[config.mk]
export PLATFORM = sky130hd
export DESIGN_NAME = http_chunked_body_decoder_flat
export DESIGN_NICKNAME = d
export VERILOG_FILES = /design/src/design/hcbd_pkg.sv /design/src/design/hcbd_if.sv /design/src/design/http_chunked_body_decoder.sv /design/src/design/hcbd_in_stage.sv /design/src/design/hcbd_line_parser.sv /design/src/flat_wrapper.sv
export SDC_FILE = /design/constraint.sdc
export NUM_CORES = 1
export LEC_CHECK = 0
export CAP_MARGIN = 40
export CORE_MARGIN = 4
export CORE_UTILIZATION = 50
export DETAILED_ROUTE_END_ITERATION = 6
export DONT_BUFFER_PORTS = 1
export GPL_TIMING_DRIVEN = 0
export PLACE_DENSITY_LB_ADDON = 0.12
export SYNTH_ARGS = -nofsm -noshare
export SYNTH_HDL_FRONTEND = slang
export SYNTH_SLANG_ARGS = --single-unit
[constraint.sdc]
create_clock -name clk -period 2.6 [get_ports clk]
set_clock_uncertainty 0.15 [all_clocks]
set_input_delay 0.39 -clock clk [delete_from_list [all_inputs] [get_ports clk]]
set_output_delay 0.39 -clock clk [all_outputs]
set_load 0.005 [all_outputs]
[src/design/hcbd_pkg.sv]
`default_nettype none

package hcbd_pkg;

  // Default width of the chunk size and of the byte countdown.
  localparam int SIZE_BITS_DEF = 32;

  // Character codes used by the size line parser.
  localparam logic [7:0] CH_TAB  = 8'h09;
  localparam logic [7:0] CH_LF   = 8'h0A;
  localparam logic [7:0] CH_VT   = 8'h0B;
  localparam logic [7:0] CH_FF   = 8'h0C;
  localparam logic [7:0] CH_CR   = 8'h0D;
  localparam logic [7:0] CH_SP   = 8'h20;
  localparam logic [7:0] CH_ZERO = 8'h30;
  localparam logic [7:0] CH_NINE = 8'h39;
  localparam logic [7:0] CH_SEMI = 8'h3B;
  localparam logic [7:0] CH_UA   = 8'h41;
  localparam logic [7:0] CH_UF   = 8'h46;
  localparam logic [7:0] CH_UX   = 8'h58;
  localparam logic [7:0] CH_LA   = 8'h61;
  localparam logic [7:0] CH_LF_A = 8'h66;
  localparam logic [7:0] CH_LX   = 8'h78;

  // Offsets from a letter's code to its hex digit value.
  localparam logic [7:0] UPPER_OFS = 8'h37;
  localparam logic [7:0] LOWER_OFS = 8'h57;

  // Top level phase of the decoder.
  typedef enum logic [2:0] {
    PH_LINE = 3'b001,
    PH_DATA = 3'b010,
    PH_DONE = 3'b100
  } phase_t;

  // Progress through the number on a size line.
  typedef enum logic [6:0] {
    NP_BEFORE = 7'b0000001,
    NP_ZERO   = 7'b0000010,
    NP_PREFIX = 7'b0000100,
    NP_DIGITS = 7'b0001000,
    NP_AFTER  = 7'b0010000,
    NP_BAD    = 7'b0100000,
    NP_OVER   = 7'b1000000
  } num_phase_t;

  // Reason reported with the end of a body.
  typedef enum logic [1:0] {
    ST_ZERO_CHUNK = 2'd0,
    ST_TRUNCATED  = 2'd1,
    ST_MALFORMED  = 2'd2,
    ST_OVERFLOW   = 2'd3
  } end_status_t;

  // One input transaction.
  typedef struct packed {
    logic [7:0] body_byte;
    logic       input_last;
  } in_item_t;

  // Control state of the size line parser.
  typedef struct packed {
    num_phase_t num_phase;
    logic       nonblank;
    logic       in_ext;
    logic       pending_cr;
  } line_ctl_t;

  // Outcome of one byte on a size line.
  typedef struct packed {
    logic        ended;
    end_status_t status;
    logic        start_data;
  } line_res_t;

  localparam line_ctl_t LINE_CTL_CLEAR = '{
    num_phase:  NP_BEFORE,
    nonblank:   1'b0,
    in_ext:     1'b0,
    pending_cr: 1'b0
  };

  // Hex digit decode: bit 4 flags a valid digit, bits 3:0 hold its value.
  function automatic logic [4:0] hex_digit(input logic [7:0] c);
    logic [7:0] t;
    t = 8'h00;
    if (c >= CH_ZERO && c <= CH_NINE) begin
      return {1'b1, c[3:0]};
    end else if (c >= CH_LA && c <= CH_LF_A) begin
      t = c - LOWER_OFS;
      return {1'b1, t[3:0]};
    end else if (c >= CH_UA && c <= CH_UF) begin
      t = c - UPPER_OFS;
      return {1'b1, t[3:0]};
    end
    return 5'b0_0000;
  endfunction

  // Whitespace that may precede the size.
  function automatic logic is_space(input logic [7:0] c);
    return (c == CH_SP) || (c == CH_TAB) || (c == CH_LF) || (c == CH_VT) ||
           (c == CH_FF) || (c == CH_CR);
  endfunction

endpackage

`default_nettype wire

[src/design/hcbd_if.sv]
`default_nettype none

// Input channel: one body byte per transaction.
interface hcbd_in_if;
  logic       valid;
  logic       ready;
  logic [7:0] body_byte;
  logic       input_last;

  modport source (output valid, output body_byte, output input_last, input ready);
  modport sink (input valid, input body_byte, input input_last, output ready);
endinterface

// Result channel: one decoded byte or end marker per transaction.
interface hcbd_out_if;
  logic       valid;
  logic       ready;
  logic [7:0] data_byte;
  logic       has_data;
  logic       end_of_body;
  logic [1:0] end_status;

  modport source (output valid, output data_byte, output has_data, output end_of_body,
                  output end_status, input ready);
  modport sink (input valid, input data_byte, input has_data, input end_of_body,
                input end_status, output ready);
endinterface

`default_nettype wire

[src/design/http_chunked_body_decoder.sv]
// An accepted input transaction is held in the input register and then processed into the
// result register, which presents it; a full result register that is not being emptied stalls it.
// Throughput: one body byte per cycle while results are taken; a byte goes through an input
// register, one step of the size line parser and byte countdown, and the result register.
// Reset: synchronous, active-low rst_n clears both registers' valid flags and returns
// the decoder to the start of a size line; state also returns there after input_last.
`default_nettype none

module http_chunked_body_decoder #(
  parameter int SIZE_BITS = hcbd_pkg::SIZE_BITS_DEF
) (
  input  wire logic clk,
  input  wire logic rst_n,
  hcbd_in_if.sink   in_ch,
  hcbd_out_if.source out_ch
);
  import hcbd_pkg::*;

  // Input register.
  logic     stg_valid;
  in_item_t stg_item;
  logic     fire;

  hcbd_in_stage u_in_stage (
    .clk     (clk),
    .rst_n   (rst_n),
    .in_ch   (in_ch),
    .take_i  (fire),
    .valid_o (stg_valid),
    .item_o  (stg_item)
  );

  // Decoder state.
  phase_t               phase_r,  phase_nxt;
  line_ctl_t            ctl_r,    ctl_nxt;
  logic [SIZE_BITS-1:0] size_r,   size_nxt;
  logic [SIZE_BITS-1:0] remain_r, remain_nxt;

  // Result register.
  logic        out_valid_r, out_valid_nxt;
  logic [7:0]  data_r,      data_nxt;
  logic        has_r,       has_nxt;
  logic        eob_r,       eob_nxt;
  end_status_t status_r,    status_nxt;

  line_ctl_t            p_ctl;
  logic [SIZE_BITS-1:0] p_size;
  line_res_t            p_res;

  hcbd_line_parser #(
    .SIZE_BITS (SIZE_BITS)
  ) u_line_parser (
    .ctl_i  (ctl_r),
    .size_i (size_r),
    .byte_i (stg_item.body_byte),
    .ctl_o  (p_ctl),
    .size_o (p_size),
    .res_o  (p_res)
  );

  // A byte is processed when the result register is free or being emptied.
  assign fire = stg_valid && (!out_valid_r || out_ch.ready);

  // One decoding step per processed byte.
  always_comb begin
    phase_nxt     = phase_r;
    ctl_nxt       = ctl_r;
    size_nxt      = size_r;
    remain_nxt    = remain_r;
    has_nxt       = 1'b0;
    eob_nxt       = 1'b0;
    status_nxt    = ST_ZERO_CHUNK;
    data_nxt      = 8'h00;
    out_valid_nxt = out_valid_r && !out_ch.ready;
    if (fire) begin
      unique case (phase_r)
        PH_DATA: begin
          has_nxt    = 1'b1;
          data_nxt   = stg_item.body_byte;
          remain_nxt = remain_r - SIZE_BITS'(1);
          if (remain_r == SIZE_BITS'(1)) begin
            phase_nxt = PH_LINE;
            ctl_nxt   = LINE_CTL_CLEAR;
            size_nxt  = '0;
          end
        end
        PH_LINE: begin
          ctl_nxt  = p_ctl;
          size_nxt = p_size;
          if (p_res.ended) begin
            eob_nxt    = 1'b1;
            status_nxt = p_res.status;
            phase_nxt  = PH_DONE;
          end else if (p_res.start_data) begin
            remain_nxt = size_r;
            phase_nxt  = PH_DATA;
          end
        end
        PH_DONE: begin
        end
        default: begin
        end
      endcase

      // The body stops short of its zero chunk.
      if (!eob_nxt && stg_item.input_last && phase_nxt != PH_DONE) begin
        eob_nxt    = 1'b1;
        status_nxt = ST_TRUNCATED;
      end

      // Every body starts afresh after its last byte.
      if (stg_item.input_last) begin
        phase_nxt  = PH_LINE;
        ctl_nxt    = LINE_CTL_CLEAR;
        size_nxt   = '0;
        remain_nxt = '0;
      end

      out_valid_nxt = has_nxt || eob_nxt;
    end
  end

  always_ff @(posedge clk) begin
    if (!rst_n) begin
      phase_r     <= PH_LINE;
      ctl_r       <= LINE_CTL_CLEAR;
      size_r      <= '0;
      remain_r    <= '0;
      out_valid_r <= 1'b0;
    end else begin
      phase_r     <= phase_nxt;
      ctl_r       <= ctl_nxt;
      size_r      <= size_nxt;
      remain_r    <= remain_nxt;
      out_valid_r <= out_valid_nxt;
    end
  end

  // Result payload loads only with a processed byte.
  always_ff @(posedge clk) begin
    if (fire) begin
      data_r   <= data_nxt;
      has_r    <= has_nxt;
      eob_r    <= eob_nxt;
      status_r <= status_nxt;
    end
  end

  assign out_ch.valid       = out_valid_r;
  assign out_ch.data_byte   = data_r;
  assign out_ch.has_data    = has_r;
  assign out_ch.end_of_body = eob_r;
  assign out_ch.end_status  = status_r;

endmodule

`default_nettype wire

[src/design/hcbd_in_stage.sv]
`default_nettype none

module hcbd_in_stage (
  input  wire logic              clk,
  input  wire logic              rst_n,
  hcbd_in_if.sink                in_ch,
  input  wire logic              take_i,
  output logic                   valid_o,
  output hcbd_pkg::in_item_t     item_o
);
  import hcbd_pkg::*;

  logic     valid_r;
  logic     valid_nxt;
  in_item_t item_r;
  logic     load;

  // The register can load whenever it is empty or its contents leave this cycle.
  assign in_ch.ready = !valid_r || take_i;
  assign load        = in_ch.valid && in_ch.ready;
  assign valid_nxt   = load || (valid_r && !take_i);

  always_ff @(posedge clk) begin
    if (!rst_n) begin
      valid_r <= 1'b0;
    end else begin
      valid_r <= valid_nxt;
    end
  end

  // Payload holds no reset.
  always_ff @(posedge clk) begin
    if (load) begin
      item_r.body_byte  <= in_ch.body_byte;
      item_r.input_last <= in_ch.input_last;
    end
  end

  assign valid_o = valid_r;
  assign item_o  = item_r;

endmodule

`default_nettype wire

[src/design/hcbd_line_parser.sv]
`default_nettype none

module hcbd_line_parser #(
  parameter int SIZE_BITS = hcbd_pkg::SIZE_BITS_DEF
) (
  input  wire hcbd_pkg::line_ctl_t  ctl_i,
  input  wire logic [SIZE_BITS-1:0] size_i,
  input  wire logic [7:0]        byte_i,
  output hcbd_pkg::line_ctl_t    ctl_o,
  output logic [SIZE_BITS-1:0]   size_o,
  output hcbd_pkg::line_res_t    res_o
);
  import hcbd_pkg::*;

  typedef struct packed {
    line_ctl_t            ctl;
    logic [SIZE_BITS-1:0] size;
  } line_st_t;

  // One ordinary byte of a size line.
  function automatic line_st_t feed(input line_st_t s, input logic [7:0] c);
    line_st_t   r;
    logic [4:0] hd;
    r  = s;
    hd = hex_digit(c);
    if (!s.ctl.in_ext) begin
      if (c == CH_SEMI) begin
        r.ctl.in_ext = 1'b1;
      end else begin
        if (c != CH_SP && c != CH_TAB) begin
          r.ctl.nonblank = 1'b1;
        end
        unique case (s.ctl.num_phase)
          NP_BEFORE: begin
            if (!is_space(c)) begin
              if (c == CH_ZERO) begin
                r.ctl.num_phase = NP_ZERO;
              end else if (hd[4]) begin
                r.size          = SIZE_BITS'(hd[3:0]);
                r.ctl.num_phase = NP_DIGITS;
              end else begin
                r.ctl.num_phase = NP_BAD;
              end
            end
          end
          NP_ZERO: begin
            if (c == CH_LX || c == CH_UX) begin
              r.ctl.num_phase = NP_PREFIX;
            end else if (hd[4]) begin
              r.size          = SIZE_BITS'(hd[3:0]);
              r.ctl.num_phase = NP_DIGITS;
            end else begin
              r.ctl.num_phase = NP_AFTER;
            end
          end
          NP_PREFIX: begin
            if (hd[4]) begin
              r.size          = SIZE_BITS'(hd[3:0]);
              r.ctl.num_phase = NP_DIGITS;
            end else begin
              r.ctl.num_phase = NP_AFTER;
            end
          end
          NP_DIGITS: begin
            if (hd[4]) begin
              // A digit that would push bits out of the top is an overflow.
              if (s.size[SIZE_BITS-1 -: 4] != 4'h0) begin
                r.ctl.num_phase = NP_OVER;
              end else begin
                r.size = {s.size[SIZE_BITS-5:0], hd[3:0]};
              end
            end else begin
              r.ctl.num_phase = NP_AFTER;
            end
          end
          NP_AFTER, NP_BAD, NP_OVER: begin
          end
          default: begin
          end
        endcase
      end
    end
    return r;
  endfunction

  line_st_t cur;
  line_st_t nxt;
  line_st_t tmp;
  logic     line_end;

  assign cur = {ctl_i, size_i};

  // Byte handling with CR held back until the following byte shows whether it ends the line.
  always_comb begin
    nxt      = cur;
    tmp      = cur;
    line_end = 1'b0;
    res_o    = '{ended: 1'b0, status: ST_ZERO_CHUNK, start_data: 1'b0};
    if (cur.ctl.pending_cr) begin
      nxt.ctl.pending_cr = 1'b0;
      if (byte_i == CH_LF) begin
        line_end = 1'b1;
      end else begin
        tmp = feed(nxt, CH_CR);
        if (byte_i == CH_CR) begin
          tmp.ctl.pending_cr = 1'b1;
          nxt = tmp;
        end else begin
          nxt = feed(tmp, byte_i);
        end
      end
    end else if (byte_i == CH_CR) begin
      nxt.ctl.pending_cr = 1'b1;
    end else begin
      nxt = feed(cur, byte_i);
    end

    // Line complete: blank lines are skipped, otherwise the number's phase and the size decide.
    if (line_end) begin
      if (!cur.ctl.nonblank) begin
        nxt.ctl  = LINE_CTL_CLEAR;
        nxt.size = '0;
      end else if (cur.ctl.num_phase == NP_BEFORE || cur.ctl.num_phase == NP_BAD) begin
        res_o.ended  = 1'b1;
        res_o.status = ST_MALFORMED;
      end else if (cur.ctl.num_phase == NP_OVER) begin
        res_o.ended  = 1'b1;
        res_o.status = ST_OVERFLOW;
      end else if (cur.size == '0) begin
        res_o.ended  = 1'b1;
        res_o.status = ST_ZERO_CHUNK;
      end else begin
        res_o.start_data = 1'b1;
        nxt.ctl          = LINE_CTL_CLEAR;
        nxt.size         = '0;
      end
    end
  end

  assign ctl_o  = nxt.ctl;
  assign size_o = nxt.size;

endmodule

`default_nettype wire
[src/flat_wrapper.sv]
// flat-port wrapper written by rule: the top's interface ports become plain ports
module http_chunked_body_decoder_flat import hcbd_pkg::*;
#(
  parameter int SIZE_BITS = hcbd_pkg::SIZE_BITS_DEF
)
  (clk, rst_n, in_ch_valid, in_ch_body_byte, in_ch_input_last, in_ch_ready, out_ch_valid, out_ch_data_byte, out_ch_has_data, out_ch_end_of_body, out_ch_end_status, out_ch_ready);
  hcbd_in_if in_ch_i ();
  hcbd_out_if out_ch_i ();
  input  wire logic clk;
  input  wire logic rst_n;
  input wire logic [$bits(in_ch_i.valid)-1:0] in_ch_valid;
  input wire logic [$bits(in_ch_i.body_byte)-1:0] in_ch_body_byte;
  input wire logic [$bits(in_ch_i.input_last)-1:0] in_ch_input_last;
  output wire logic [$bits(in_ch_i.ready)-1:0] in_ch_ready;
  output wire logic [$bits(out_ch_i.valid)-1:0] out_ch_valid;
  output wire logic [$bits(out_ch_i.data_byte)-1:0] out_ch_data_byte;
  output wire logic [$bits(out_ch_i.has_data)-1:0] out_ch_has_data;
  output wire logic [$bits(out_ch_i.end_of_body)-1:0] out_ch_end_of_body;
  output wire logic [$bits(out_ch_i.end_status)-1:0] out_ch_end_status;
  input wire logic [$bits(out_ch_i.ready)-1:0] out_ch_ready;
  assign in_ch_i.valid = in_ch_valid;
  assign in_ch_i.body_byte = in_ch_body_byte;
  assign in_ch_i.input_last = in_ch_input_last;
  assign in_ch_ready = in_ch_i.ready;
  assign out_ch_valid = out_ch_i.valid;
  assign out_ch_data_byte = out_ch_i.data_byte;
  assign out_ch_has_data = out_ch_i.has_data;
  assign out_ch_end_of_body = out_ch_i.end_of_body;
  assign out_ch_end_status = out_ch_i.end_status;
  assign out_ch_i.ready = out_ch_ready;
  http_chunked_body_decoder #(.SIZE_BITS(SIZE_BITS)) u_core (.clk(clk), .rst_n(rst_n), .in_ch(in_ch_i), .out_ch(out_ch_i));
endmodule
==> impl_metrics.tcl <==
set metrics [dict create \
    worst-path-buf-inv 3 \
    cts_made_buffers 9 \
    outcome "finished, violations left" \
    syn_avg_cell_area_um2 8.085 \
    grt_setup_unrepaired "true" \
    async_flop_share_pct 0 \
    final_antenna_net_count 0 \
    firstDrtPassIters 7 \
    dieArea_um2 14770 \
    first_iter_violations 815 \
    period_share_pct 105.6 \
    cp_slowest_cell "edfxtp_1" \
    ff2ff_setup_slack_ps -150 \
    die_w_um 121.5 \
    dpl_cell_area_um2 6675 \
    path_common_cell "buf_4" \
    num_antenna_cells 0 \
    yosysWarnings 0 \
    drc 0 \
    grt_pass1_wl_um 35380 \
    die_h_um 121.5 \
    cp_max_fo 6 \
    grt_usage_pct 30.62 \
    synth_edf_count 21 \
    maxCapViolCount 0 \
    h-tree-depth 3 \
    fin_setup_tns_ps -447.6 \
    holdPathStages 2 \
    place_inst 970 \
    stdcell_area_um2 8558 \
    pin_count 27 \
    cts_tree "built" \
    ff2ff_path_depth 11 \
    cp_top_family "compound AO/OA/AOI/OAI gates" \
    synth.net_count 817 \
    synth-seq-cells 100 \
    ir_worst_vdd_v 0.0003355 \
    max_stage_delay_ps 510 \
    coreArea_um2 12620 \
    crit_chain "buf_6, buf_4, ha_4, o21ai_0, o21ai_1, a21oi_4, buf_4, a21oi_1, o211ai_1, a21boi_0, o31a_1" \
    hold_class "in2reg" \
    clkTransAtPathRegs_ps 70 \
    syn_inst 797 \
    critical_path_class "reg2reg" \
    required_ps 2700 \
    critPathLaunchType "flip-flop" \
    cts_root_buf "clkbuf_16" \
    routabilityCongestion 0.9649 \
    drive_above_1_share_pct 31.78 \
    grt_max_degree 20 \
    fin_nets 915 \
    dp_hpwl_um 15100 \
    viasPerCell 6.726 \
    cp_data_arrival_time_ps 2850 \
    power_density_nw_per_um2 432.6 \
    initial_utilization_pct 51.06 \
    synth_seq_area_share_pct 34.33 \
    layout_common_cells "dfxtp_1 (78), buf_4 (69), nor2_1 (67), nand2_1 (48), o21ai_0 (47)" \
    syn2layout_area_growth_pct 32.82 \
    regToRegStartpoint "u_core.u_in_stage.item_o[2]$_DFFE_PP_" \
    layout.cells.non_filler 1072 \
    setup.worst_path.end_class "flip-flop" \
    clk_path_buf_depth 2 \
    leakagePower_nw 2.938 \
    global_route.overflow_total 0 \
    mostFrequentLayoutCell "dfxtp_1" \
    totalWireLength_um 24250 \
    clk_latency_ps 360 \
    timing.rr.end "u_core.size_r[3]$_SDFFE_PN0P_" \
    worstMarginPinSlew_ps 869.9 \
    synthesis.area_um2 6444 \
    setup_violations 24 \
    post-route-min-period_ps 2746 \
    final_max_slew_viol_count 0 \
    wl_per_cell_um 22.62 \
    antenna_found_initial 0 \
    min_from "in_ch_valid" \
    yosysUniqueCellTypes 80 \
    timing.fmax_ghz 0.3642 \
    violations "setup timing" \
    grt_pass1_vias 6551 \
    ys.flop_type "dfxtp_1" \
    dp_slack_ps -582.8 \
    fin_ws_ps -146.1 \
    port-buffer-count 0 \
    clock_sinks 100 \
    dr_total_vias 7210 \
    rows 41 \
    slew_headroom_pct 42.01 \
    min_to "u_core.u_in_stage.valid_o$_SDFF_PN0_" \
    finalHoldViolCount 0 \
]
report_power, final:
part           internal, W  switching, W
logic             0.000275      0.000403
clock network     0.000674      0.000698
registers          0.00161     0.0000407
registers in the layout (all words and copies together), names as in the netlist:
| signal | flops |
|---|---|
| u_core.out_ch.valid | 1 |
| u_core.out_ch.data_byte | 8 |
| u_core.u_in_stage.valid_o | 1 |
| u_core.out_ch.has_data | 1 |
| u_core.size_r | 32 |
| u_core.out_ch.end_of_body | 1 |
| u_core.remain_r | 32 |
| u_core.u_in_stage.item_o | 9 |
| u_core.phase_r | 3 |
| u_core.ctl_r | 10 |
| u_core.out_ch.end_status | 2 |
cells by family (layout without fill, tap and decap cells):
kind of cell / Yosys count / after routing / synth area share (%)
compound gates: 284 / 284 / 30.51
xor+xnor: 10 / 10 / 1.359
fa+ha+maj: 7 / 7 / 1.359
buf+inv: 100 / 202 / 6.699
flops: 100 / 100 / 34.33
mux: 3 / 3 / 0.5048
simple gates: 293 / 294 / 25.24
worst max-delay path by stage:
stage / start / endpoint / slack [ps] / depth (start not counted)
2_1_floorplan: u_core.u_in_stage.item_o[1]$_DFFE_PP_ / u_core.size_r[3]$_SDFFE_PN0P_ / 8 / 10
3_3_place_gp: u_core.ctl_r[6]$_SDFFE_PN0P_ / u_core.remain_r[5]$_SDFFE_PN0P_ / -590 / 9
3_5_place_dp: u_core.ctl_r[6]$_SDFFE_PN0P_ / u_core.remain_r[5]$_SDFFE_PN0P_ / -580 / 9
4_1_cts: u_core.u_in_stage.item_o[1]$_DFFE_PP_ / u_core.size_r[11]$_SDFFE_PN0P_ / -40 / 11
5_1_grt: u_core.u_in_stage.item_o[2]$_DFFE_PP_ / u_core.size_r[3]$_SDFFE_PN0P_ / -220 / 11
6_report: u_core.u_in_stage.item_o[2]$_DFFE_PP_ / u_core.size_r[3]$_SDFFE_PN0P_ / -150 / 11
layer usage:
layer | track usage (%) | vias up | share of wire [%]
li1 | - | 3166 | -
met1 | 41.41 | 3457 | 40
met2 | 48.01 | 477 | 47
met3 | 7.552 | 110 | 9.7
met4 | 10.36 | 0 | 3.7
met5 | 0 | - | 0
per-stage QoR:
| stage | power, W | util [%] | hold slack, ps |
|---|---|---|---|
| floorplan | 0.002000 | - | 287.2 |
| global placement | 0.002121 | 52.79 | 309.3 |
| detailed placement | 0.002128 | 52.90 | 312.5 |
| CTS | 0.003579 | 61.60 | 4.292 |
| global route | 0.003802 | 67.82 | 3.470 |
| finish | 0.003703 | 67.82 | 6.680 |
cells in the mapped netlist (5+ instances only):
| cell type | n | area (µm²) |
|---|---|---|
| o21ai_0 | 94 | 470.5 |
| dfxtp_1 | 79 | 1582 |
| nor2_1 | 71 | 266.5 |
| a21oi_1 | 57 | 285.3 |
| nand2_1 | 52 | 195.2 |
| clkbuf_1 | 42 | 157.7 |
| inv_1 | 40 | 150.1 |
| and2_1 | 35 | 219.0 |
| nor3_1 | 24 | 120.1 |
| edfxtp_1 | 21 | 630.6 |
| a221oi_2 | 20 | 300.3 |
| nor4_1 | 17 | 106.4 |
| nand3_1 | 16 | 80.08 |
| o21ai_1 | 16 | 80.08 |
| buf_2 | 12 | 60.06 |
| nand4_1 | 12 | 75.07 |
| a22oi_1 | 9 | 67.56 |
| or3_1 | 9 | 56.30 |
| a221oi_1 | 7 | 61.31 |
| a31oi_1 | 7 | 43.79 |
| ha_1 | 7 | 87.58 |
| nor3b_1 | 7 | 52.55 |
| and3_1 | 6 | 37.54 |
| o211ai_1 | 6 | 45.04 |
| xnor2_1 | 6 | 52.55 |
| a21o_1 | 5 | 37.54 |
| a32o_1 | 5 | 50.05 |
| buf_6 | 5 | 56.30 |
| nor2b_1 | 5 | 31.28 |
| o2111ai_1 | 5 | 43.79 |
| o221ai_1 | 5 | 43.79 |
| o22ai_1 | 5 | 31.28 |
| o31ai_1 | 5 | 37.54 |
| or4_1 | 5 | 37.54 |
repair_timing:
action	CTS	global route
pin swaps	35	78
resized for setup	91	172
gates cloned	2	4
buffers inserted	42	39
endpoints found under the setup margin	73	73
endpoints found under the hold margin	9	0
hold buffers	9	0
worst register-to-register path, delay by kind of cell, from the launching register on:
| family | cells | cell delay [ps] |
|---|---|---|
| adders and majority gates | 1 | 180 |
| AOI/OAI and AO/OA | 7 | 1310 |
| buffers and inverters | 3 | 480 |
| DFF | 1 | 510 |
final cells by class:
type	instances	area (µm²)
multi-input combinational	598	4546
fill	1023	4061
sequential	100	2213
timing repair buffer	95	817.0
buffer	51	322.8
clock buffer	9	225.2
tap	172	215.2
inverter	40	150.1
clock inverter	7	68.82
Power figures use the tool's default switching activity.
